## config.mk

```make
export PLATFORM = sky130hd
export DESIGN_NAME = dissolve_fade_sequencer_top
export DESIGN_NICKNAME = d
export VERILOG_FILES = /design/src/rtl/core/dfs_pkg.sv /design/src/rtl/core/dissolve_fade_sequencer_top.sv /design/src/rtl/core/dfs_ctrl.sv /design/src/rtl/core/dfs_datapath.sv
export SDC_FILE = /design/constraint.sdc
export NUM_CORES = 2
export LEC_CHECK = 0
export BUFFER_PORTS_ARGS = -buffer_cell sky130_fd_sc_hd__buf_2
export CORE_ASPECT_RATIO = 1.75
export CORE_UTILIZATION = 40
export CTS_CLUSTER_DIAMETER = 80
export DETAILED_ROUTE_END_ITERATION = 16
export PLACE_DENSITY = 0.53
export SYNTH_ARGS = -nofsm -noshare
export SYNTH_HDL_FRONTEND = slang
export SYNTH_HIERARCHICAL = 1
export SYNTH_SLANG_ARGS = --single-unit
```

## constraint.sdc

```tcl
create_clock -name clk -period 9.51 [get_ports clk]
set_input_delay 0.951 -clock clk [delete_from_list [all_inputs] [get_ports clk]]
set_output_delay 0.951 -clock clk [all_outputs]
set_load 0.02 [all_outputs]
```

## src/rtl/core/dfs_pkg.sv

```systemverilog
// ----------------------------------------------------------------------------
// Dissolve fade sequencer package
// Shared codes, constants and controller/datapath interface types.
// ----------------------------------------------------------------------------
package dfs_pkg;

  typedef enum logic [1:0] {
    PH_IDLE     = 2'd0,
    PH_FADE_OUT = 2'd1,
    PH_HOLD     = 2'd2,
    PH_FADE_IN  = 2'd3
  } phase_t;

  typedef enum logic [1:0] {
    CMD_TICK    = 2'd0,
    CMD_START   = 2'd1,
    CMD_CANCEL  = 2'd2,
    CMD_CONSUME = 2'd3
  } cmd_t;

  typedef enum logic [2:0] {
    ST_IDLE,
    ST_DIV,
    ST_MUL1,
    ST_MUL2,
    ST_WB,
    ST_FIN
  } fsm_t;

  localparam logic [1:0] REG_FADE_OUT = 2'd0;
  localparam logic [1:0] REG_HOLD     = 2'd1;
  localparam logic [1:0] REG_FADE_IN  = 2'd2;

  localparam int DUR_W = 24;
  localparam int THR_W = 17;
  localparam int Q_W   = 16;
  localparam int CNT_W = 4;
  localparam int DIV_STEPS = 16;

  localparam logic [THR_W-1:0] Q_ONE   = 17'd65536;
  localparam logic [DUR_W-1:0] DUR_MIN = 24'd50000;
  localparam logic [DUR_W-1:0] DUR_MAX = 24'd10000000;

  localparam logic [DUR_W-1:0] RST_FADE_OUT = 24'd800000;
  localparam logic [DUR_W-1:0] RST_HOLD     = 24'd120000;
  localparam logic [DUR_W-1:0] RST_FADE_IN  = 24'd700000;

  typedef struct packed {
    logic accept;
    logic div_step;
    logic mul1;
    logic mul2;
    logic wb;
    logic out_load;
  } dp_ctl_t;

  typedef struct packed {
    logic need_smooth;
  } dp_sts_t;

endpackage

```

## src/rtl/core/dissolve_fade_sequencer_top.sv

```systemverilog
// ----------------------------------------------------------------------------
// Dissolve fade sequencer
// Four-phase screen dissolve sequencer: idle, fade out, hold, fade in, with
// a smoothstep threshold and a one-shot switch request.
// ----------------------------------------------------------------------------
//  Channel  Signals                                   Direction
//  in       in_valid, in_ready, cmd, step_us          command in
//  out      out_valid, out_ready, phase, threshold,   result out
//           active, switch_request
//  cfg      cfg_we, cfg_index, cfg_data               register write
//
// A tick in fade out or fade in that stays in its phase runs through the
// 16-step bit-serial progress divider and two multiply stages; every other
// transaction skips them. A new transaction is taken once the
// previous result sits in the output register. A stalled output holds the
// sequencer in its final state. Reset clears the phase, time, threshold and
// switch request and restores the default durations.
// ----------------------------------------------------------------------------
module dissolve_fade_sequencer_top (
  input  logic                      clk,
  input  logic                      rst,
  input  logic                      in_valid,
  output logic                      in_ready,
  input  logic [1:0]                cmd,
  input  logic signed [20:0]        step_us,
  output logic                      out_valid,
  input  logic                      out_ready,
  output logic [1:0]                phase,
  output logic [16:0]               threshold,
  output logic                      active,
  output logic                      switch_request,
  input  logic                      cfg_we,
  input  logic [1:0]                cfg_index,
  input  logic [23:0]               cfg_data
);

  dfs_pkg::dp_ctl_t ctl;
  dfs_pkg::dp_sts_t sts;

  dfs_ctrl u_ctrl (
    .clk       (clk),
    .rst       (rst),
    .in_valid  (in_valid),
    .in_ready  (in_ready),
    .out_valid (out_valid),
    .out_ready (out_ready),
    .sts       (sts),
    .ctl       (ctl)
  );

  dfs_datapath u_datapath (
    .clk            (clk),
    .rst            (rst),
    .cfg_we         (cfg_we),
    .cfg_index      (cfg_index),
    .cfg_data       (cfg_data),
    .cmd            (cmd),
    .step_us        (step_us),
    .ctl            (ctl),
    .sts            (sts),
    .phase          (phase),
    .threshold      (threshold),
    .active         (active),
    .switch_request (switch_request)
  );

endmodule

```

## src/rtl/core/dfs_ctrl.sv

```systemverilog
// ----------------------------------------------------------------------------
// Dissolve fade sequencer controller
// Sequences acceptance, the progress division, the smoothstep multiplies
// and the output register load.
// ----------------------------------------------------------------------------
module dfs_ctrl (
  input  logic              clk,
  input  logic              rst,
  input  logic              in_valid,
  output logic              in_ready,
  output logic              out_valid,
  input  logic              out_ready,
  input  dfs_pkg::dp_sts_t  sts,
  output dfs_pkg::dp_ctl_t  ctl
);

  localparam logic [dfs_pkg::CNT_W-1:0] DIV_LAST =
    dfs_pkg::CNT_W'(dfs_pkg::DIV_STEPS - 1);

  dfs_pkg::fsm_t state;
  dfs_pkg::fsm_t state_next;
  logic [dfs_pkg::CNT_W-1:0] cnt;

  always_ff @(posedge clk) begin
    if (rst) begin
      state     <= dfs_pkg::ST_IDLE;
      cnt       <= '0;
      out_valid <= 1'b0;
    end else begin
      state <= state_next;
      if (state == dfs_pkg::ST_DIV) begin
        cnt <= cnt + 1'b1;
      end else begin
        cnt <= '0;
      end
      if (ctl.out_load) begin
        out_valid <= 1'b1;
      end else if (out_ready) begin
        out_valid <= 1'b0;
      end
    end
  end

  always_comb begin
    state_next = state;
    ctl        = '0;
    in_ready   = 1'b0;
    unique case (state)
      dfs_pkg::ST_IDLE: begin
        in_ready = 1'b1;
        if (in_valid) begin
          ctl.accept = 1'b1;
          state_next = sts.need_smooth ? dfs_pkg::ST_DIV : dfs_pkg::ST_FIN;
        end
      end
      dfs_pkg::ST_DIV: begin
        ctl.div_step = 1'b1;
        if (cnt == DIV_LAST) begin
          state_next = dfs_pkg::ST_MUL1;
        end
      end
      dfs_pkg::ST_MUL1: begin
        ctl.mul1   = 1'b1;
        state_next = dfs_pkg::ST_MUL2;
      end
      dfs_pkg::ST_MUL2: begin
        ctl.mul2   = 1'b1;
        state_next = dfs_pkg::ST_WB;
      end
      dfs_pkg::ST_WB: begin
        ctl.wb     = 1'b1;
        state_next = dfs_pkg::ST_FIN;
      end
      dfs_pkg::ST_FIN: begin
        if (!out_valid || out_ready) begin
          ctl.out_load = 1'b1;
          state_next   = dfs_pkg::ST_IDLE;
        end
      end
      default: begin
        state_next = dfs_pkg::ST_IDLE;
      end
    endcase
  end

  a_smooth_enters_div: assert property (@(posedge clk) disable iff (rst)
    ctl.accept && sts.need_smooth |=> state == dfs_pkg::ST_DIV)
    else $error("smoothstep transaction did not start the division");

  a_div_length: assert property (@(posedge clk) disable iff (rst)
    state == dfs_pkg::ST_DIV && cnt == DIV_LAST |=> state == dfs_pkg::ST_MUL1)
    else $error("division did not end after its last step");

  a_no_overwrite: assert property (@(posedge clk) disable iff (rst)
    ctl.out_load |-> (!out_valid || out_ready))
    else $error("output register loaded over a pending result");

  a_one_in_flight: assert property (@(posedge clk) disable iff (rst)
    ctl.accept |=> !in_ready)
    else $error("second transaction accepted before the first finished");

endmodule

```

## src/rtl/core/dfs_datapath.sv

```systemverilog
// ----------------------------------------------------------------------------
// Dissolve fade sequencer datapath
// Holds the sequencer state and duration registers, the bit-serial progress
// divider, the smoothstep multiplier chain and the output register.
// ----------------------------------------------------------------------------
module dfs_datapath (
  input  logic                              clk,
  input  logic                              rst,
  input  logic                              cfg_we,
  input  logic [1:0]                        cfg_index,
  input  logic [dfs_pkg::DUR_W-1:0]         cfg_data,
  input  logic [1:0]                        cmd,
  input  logic signed [20:0]                step_us,
  input  dfs_pkg::dp_ctl_t                  ctl,
  output dfs_pkg::dp_sts_t                  sts,
  output logic [1:0]                        phase,
  output logic [dfs_pkg::THR_W-1:0]         threshold,
  output logic                              active,
  output logic                              switch_request
);

  logic [dfs_pkg::DUR_W-1:0] fade_out_time;
  logic [dfs_pkg::DUR_W-1:0] hold_time;
  logic [dfs_pkg::DUR_W-1:0] fade_in_time;

  dfs_pkg::phase_t           phase_reg;
  logic [31:0]               elapsed;
  logic [dfs_pkg::THR_W-1:0] threshold_reg;
  logic                      switch_pending;

  dfs_pkg::phase_t           phase_next;
  logic [31:0]               elapsed_next;
  logic [dfs_pkg::THR_W-1:0] threshold_next;
  logic                      pending_next;
  logic                      req_next;
  logic                      need_smooth;

  logic [19:0]               step_pos;
  logic [32:0]               sum;
  logic [31:0]               el_tick;
  logic [dfs_pkg::DUR_W-1:0] d_out;
  logic [dfs_pkg::DUR_W-1:0] d_hold;
  logic [dfs_pkg::DUR_W-1:0] d_in;
  logic [dfs_pkg::DUR_W-1:0] d_sel;

  logic [dfs_pkg::DUR_W-1:0] div_d;
  logic [dfs_pkg::DUR_W-1:0] rem;
  logic [dfs_pkg::Q_W-1:0]   quo;
  logic                      fade_in_q;
  logic                      req_reg;
  logic [31:0]               pp;
  logic [49:0]               prod;
  logic [17:0]               fac;
  logic [dfs_pkg::DUR_W:0]   trial;
  logic [49:0]               rnd;
  logic [dfs_pkg::THR_W-1:0] smooth;

  assign step_pos = step_us[20] ? 20'd0 : step_us[19:0];
  assign sum      = {1'b0, elapsed} + {13'd0, step_pos};
  assign el_tick  = sum[32] ? 32'hFFFF_FFFF : sum[31:0];

  assign d_out  = (fade_out_time < dfs_pkg::DUR_MIN) ? dfs_pkg::DUR_MIN :
                  (fade_out_time > dfs_pkg::DUR_MAX) ? dfs_pkg::DUR_MAX : fade_out_time;
  assign d_in   = (fade_in_time < dfs_pkg::DUR_MIN) ? dfs_pkg::DUR_MIN :
                  (fade_in_time > dfs_pkg::DUR_MAX) ? dfs_pkg::DUR_MAX : fade_in_time;
  assign d_hold = (hold_time > dfs_pkg::DUR_MAX) ? dfs_pkg::DUR_MAX : hold_time;
  assign d_sel  = (phase_reg == dfs_pkg::PH_FADE_IN) ? d_in : d_out;

  always_comb begin
    phase_next     = phase_reg;
    elapsed_next   = elapsed;
    threshold_next = threshold_reg;
    pending_next   = switch_pending;
    need_smooth    = 1'b0;
    case (cmd)
      dfs_pkg::CMD_TICK: begin
        elapsed_next = el_tick;
        case (phase_reg)
          dfs_pkg::PH_IDLE: begin
            threshold_next = '0;
          end
          dfs_pkg::PH_FADE_OUT: begin
            if (el_tick >= {8'd0, d_out}) begin
              phase_next     = dfs_pkg::PH_HOLD;
              threshold_next = dfs_pkg::Q_ONE;
              elapsed_next   = '0;
              pending_next   = 1'b1;
            end else begin
              need_smooth = 1'b1;
            end
          end
          dfs_pkg::PH_HOLD: begin
            threshold_next = dfs_pkg::Q_ONE;
            if (el_tick >= {8'd0, d_hold}) begin
              phase_next   = dfs_pkg::PH_FADE_IN;
              elapsed_next = '0;
            end
          end
          default: begin
            if (el_tick >= {8'd0, d_in}) begin
              phase_next     = dfs_pkg::PH_IDLE;
              threshold_next = '0;
              elapsed_next   = '0;
            end else begin
              need_smooth = 1'b1;
            end
          end
        endcase
      end
      dfs_pkg::CMD_START: begin
        if (phase_reg == dfs_pkg::PH_IDLE) begin
          phase_next     = dfs_pkg::PH_FADE_OUT;
          threshold_next = '0;
          elapsed_next   = '0;
          pending_next   = 1'b0;
        end
      end
      dfs_pkg::CMD_CANCEL: begin
        phase_next     = dfs_pkg::PH_IDLE;
        threshold_next = '0;
        elapsed_next   = '0;
        pending_next   = 1'b0;
      end
      default: begin
        pending_next = 1'b0;
      end
    endcase
    req_next = (cmd == dfs_pkg::CMD_CONSUME) ? switch_pending : pending_next;
  end

  assign sts.need_smooth = need_smooth;

  assign trial  = {rem, 1'b0};
  assign fac    = 18'd196608 - {1'b0, quo, 1'b0};
  assign rnd    = prod + 50'h0_0000_8000_0000;
  assign smooth = rnd[48:32];

  always_ff @(posedge clk) begin
    if (rst) begin
      fade_out_time  <= dfs_pkg::RST_FADE_OUT;
      hold_time      <= dfs_pkg::RST_HOLD;
      fade_in_time   <= dfs_pkg::RST_FADE_IN;
      phase_reg      <= dfs_pkg::PH_IDLE;
      elapsed        <= '0;
      threshold_reg  <= '0;
      switch_pending <= 1'b0;
    end else begin
      if (cfg_we) begin
        case (cfg_index)
          dfs_pkg::REG_FADE_OUT: fade_out_time <= cfg_data;
          dfs_pkg::REG_HOLD:     hold_time     <= cfg_data;
          dfs_pkg::REG_FADE_IN:  fade_in_time  <= cfg_data;
          default: begin
          end
        endcase
      end
      if (ctl.accept) begin
        phase_reg      <= phase_next;
        elapsed        <= elapsed_next;
        threshold_reg  <= threshold_next;
        switch_pending <= pending_next;
      end
      if (ctl.wb) begin
        threshold_reg <= fade_in_q ? dfs_pkg::Q_ONE - smooth : smooth;
      end
    end
  end

  always_ff @(posedge clk) begin
    if (ctl.accept) begin
      rem       <= el_tick[dfs_pkg::DUR_W-1:0];
      div_d     <= d_sel;
      quo       <= '0;
      fade_in_q <= (phase_reg == dfs_pkg::PH_FADE_IN);
      req_reg   <= req_next;
    end
    if (ctl.div_step) begin
      if (trial >= {1'b0, div_d}) begin
        rem <= dfs_pkg::DUR_W'(trial - {1'b0, div_d});
        quo <= {quo[dfs_pkg::Q_W-2:0], 1'b1};
      end else begin
        rem <= trial[dfs_pkg::DUR_W-1:0];
        quo <= {quo[dfs_pkg::Q_W-2:0], 1'b0};
      end
    end
    if (ctl.mul1) begin
      pp <= {16'd0, quo} * {16'd0, quo};
    end
    if (ctl.mul2) begin
      prod <= {18'd0, pp} * {32'd0, fac};
    end
    if (ctl.out_load) begin
      phase          <= phase_reg;
      threshold      <= threshold_reg;
      active         <= (phase_reg != dfs_pkg::PH_IDLE);
      switch_request <= req_reg;
    end
  end

  a_thr_range: assert property (@(posedge clk) disable iff (rst)
    threshold_reg <= dfs_pkg::Q_ONE)
    else $error("threshold above full scale");

  a_hold_hidden: assert property (@(posedge clk) disable iff (rst)
    phase_reg == dfs_pkg::PH_HOLD |-> threshold_reg == dfs_pkg::Q_ONE)
    else $error("hold phase without full threshold");

  a_idle_clear: assert property (@(posedge clk) disable iff (rst)
    phase_reg == dfs_pkg::PH_IDLE |-> threshold_reg == '0)
    else $error("idle phase with nonzero threshold");

endmodule

```

==> results.txt <==
Status: completed
Max incr delay on CP: 0.52 ns
Max FFs per register: 34
Worst Path Buf+Inv: 4
Max Cap Violations: 0
Distinct cells, synth: 83
Final setup vio count: 0
Hold WC Path Type: reg -> reg
Post-detailed-route DRC marker count: 0
FF-to-FF path depth: 30
Final hold vios: 0
Avg Cell Area, Syn: 8.90 sq um
Yosys top cell by area: fa_1
H-tree depth: 1
CP Data Required Time: 9.84 ns
Nets: 5418
Fin. max-slew vios: 0
Final non-filler cell total: 5709
Crit path max-delay family: adder cells
Largest net degree at the start of global routing: 61
First-pass GRT wire length: 179000 microns
Clock skew: 0.0261 ns
Post-Place Worst Slack: 0.327 ns
Ys flop type: edfxtp_1
Critical-path top delay cell: fa_1
Gpl congestion: 0.917
Dpl cell area: 41100 sq um
Ports: 77
Fmax: 111 MHz
Post-CTS Hold Buffers: 0
Seq/Total Area, Yosys: 17.2%
Ys async rst share: 0%
Dpl hpwl: 92400 microns
Drt initial violations: 992
Met1 usage: 21.3%
Final Cell Area: 42100 sq um
Initial antenna violation count: 3
Drt total wl: 114000 microns
Final Util: 43.5%
Via/cell ratio: 5.19
Most Frequent Cell on Critical Path: fa_1
TritonCTS clock tree: built
Main area contributors after synthesis: fa_1 (31%), ha_1 (12%), edfxtp_1 (10%)
N_diodes: 0
Syn-to-layout area delta: 7.61%
Placed insts: 5656
Mapped Cells: 4393
Mapped cell area: 39100 sq um
Row cnt: 151
RR Endpoint: u_datapath/prod[48]$_DFFE_PP_
Worst slew pin tran: 1.20 ns
Crit path DAT: 9.33 ns
Max_slew headroom: 19.5%
Worst skew pair latency: 0.60 ns
Tcrit/Tclk final: 94.6%
Met2 usage: 48.8%
DIE AREA: 99000 sq um
Seq cells post-synth: 268
Yosys top cell area share: 30.5%
Min Tclk post-route: 9.00 ns
Die H: 416 microns
Setup ws final: 0.509 ns
Worst Hold Path EP: u_datapath/threshold[10]$_DFFE_PP_
Number of synthesis warnings: 6
Max Root-Sink Buffers: 3
Cells on Worst Hold Path: 0
Critical Path Start Type: flip-flop
Global route hottest layer: met2
Worst Setup Path Type: reg -> reg
Routed len/inst: 19.9 microns
Post-synth EDFFs: 136
Initial Utilization: 40.4%
Net Count, Synth: 5423
GR Util All Layers: 23.7%
Grt ovf: 0
R2r startpoint: u_datapath/quo[2]$_SDFFCE_PN0P_
Core ar.: 96700 sq um
DR vias: 29648
Num CTS Buffers: 28
CP Max Fanout: 13
Min-delay src: u_datapath/threshold_reg[10]$_SDFFE_PP0P_
Reg-to-reg slack, setup: 0.51 ns
Share of layout cells above drive strength 1: 5.94%
Root Driver: clkbuf_16
Met3 usage: 1.74%
Crit end category: flip-flop
Port-buffer cells: 76
Clk sinks: 268
Detail Route Antenna Nets: 0
Die X: 238 microns
Clock transition at the registers of the reported paths: 0.07 ns
Vias in the first global route: 32577
Drt pass-1 iters: 5
==> kinds of logic after synthesis <==
logic type / Yosys count / synth area share, %
AOI/OAI and AO/OA: 541 / 8.71
and+or+nand+nor: 1476 / 18.2
adders and majority gates: 976 / 42.7
DFF: 268 / 17.2
muxes: 24 / 0.624
xor gates and xnor gates: 142 / 3.18
buffers and inverters: 966 / 9.39
==> per-stage QoR <==
| step | hold slack (ns) | TNS, ns |
|---|---|---|
| after global placement | 0.425 | 0 |
| after CTS | 0.429 | 0 |
| after global routing | 0.445 | -0.0141 |
| final | 0.432 | 0 |
| after floorplan | 0.399 | 0 |
| after detailed placement | 0.420 | 0 |
==> cells in the mapped netlist (all sizes together) (6+ instances only) <==
cell type,number
xor2,47
a21oi,223
mux2i,21
a21o,61
nand2,669
a211oi,14
nand3,103
nor2b,45
buf,20
nor2,165
a31oi,21
nand2b,20
or2,13
or4,7
o21ai,80
a22o,15
inv,776
o211ai,20
o21a,22
nor3b,7
and2,299
nor4,10
dfxtp,132
o31ai,8
o21bai,17
edfxtp,136
a2111oi,8
ha,380
fa,596
nand3b,11
and4,12
or3,10
nand4,28
xnor2,95
clkbuf,166
a21boi,6
nor3,50
and3,14
==> area by class of cell <==
class | count | area, sq um
Tap cell | 1300 | 1630
Multi-Input combinational cell | 3159 | 28900
Clock buffer | 35 | 801
Inverter | 780 | 2930
Fill cell | 9825 | 54700
Clock inverter | 16 | 140
Timing Repair Buffer | 151 | 975
Sequential cell | 268 | 6730
==> cells in the final DEF, fill, tap and decap left out, drive strengths merged, types with 35 or more instances in the layout <==
cell type and count:
inv 781, nand2 669, fa 596, ha 380, and2 299, a21oi 223, nor2 165, buf 151
edfxtp 136, dfxtp 132, nand3 103, xnor2 95, o21ai 80, a21o 61, nor3 50, xor2 47
nor2b 45, clkbuf 35
==> layer usage <==
layer / vias up / routed length (microns) / part of all wire, %
li1: 13904 / - / -
met1: 14822 / 36000 / 32
met2: 613 / 65800 / 58
met3: 307 / 2950 / 2.6
met4: 2 / 8920 / 7.8
met5: - / 13 / 0.011
==> how the worst max path moves through the flow <==
stage | start | to | cells after the start
after global routing | u_datapath/quo[2]$_SDFFCE_PN0P_ | u_datapath/prod[48]$_DFFE_PP_ | 30
after floorplan | u_datapath/quo[0]$_SDFFCE_PN0P_ | u_datapath/prod[48]$_DFFE_PP_ | 32
after global placement | u_datapath/quo[0]$_SDFFCE_PN0P_ | u_datapath/prod[48]$_DFFE_PP_ | 32
final | u_datapath/quo[2]$_SDFFCE_PN0P_ | u_datapath/prod[48]$_DFFE_PP_ | 30
after detailed placement | u_datapath/quo[2]$_SDFFCE_PN0P_ | u_datapath/prod[48]$_DFFE_PP_ | 30
after CTS | u_datapath/quo[0]$_SDFFCE_PN0P_ | u_datapath/prod[48]$_DFFE_PP_ | 32
==> timing repair <==
action,4_1_cts,5_1_grt
buffers inserted,0,2
endpoints found under the setup margin,0,1
gates resized for setup,0,4
Power is left out: the tool's default activity adds up to more than one toggle a clock period on the data nets, which glitch-free logic cannot reach.
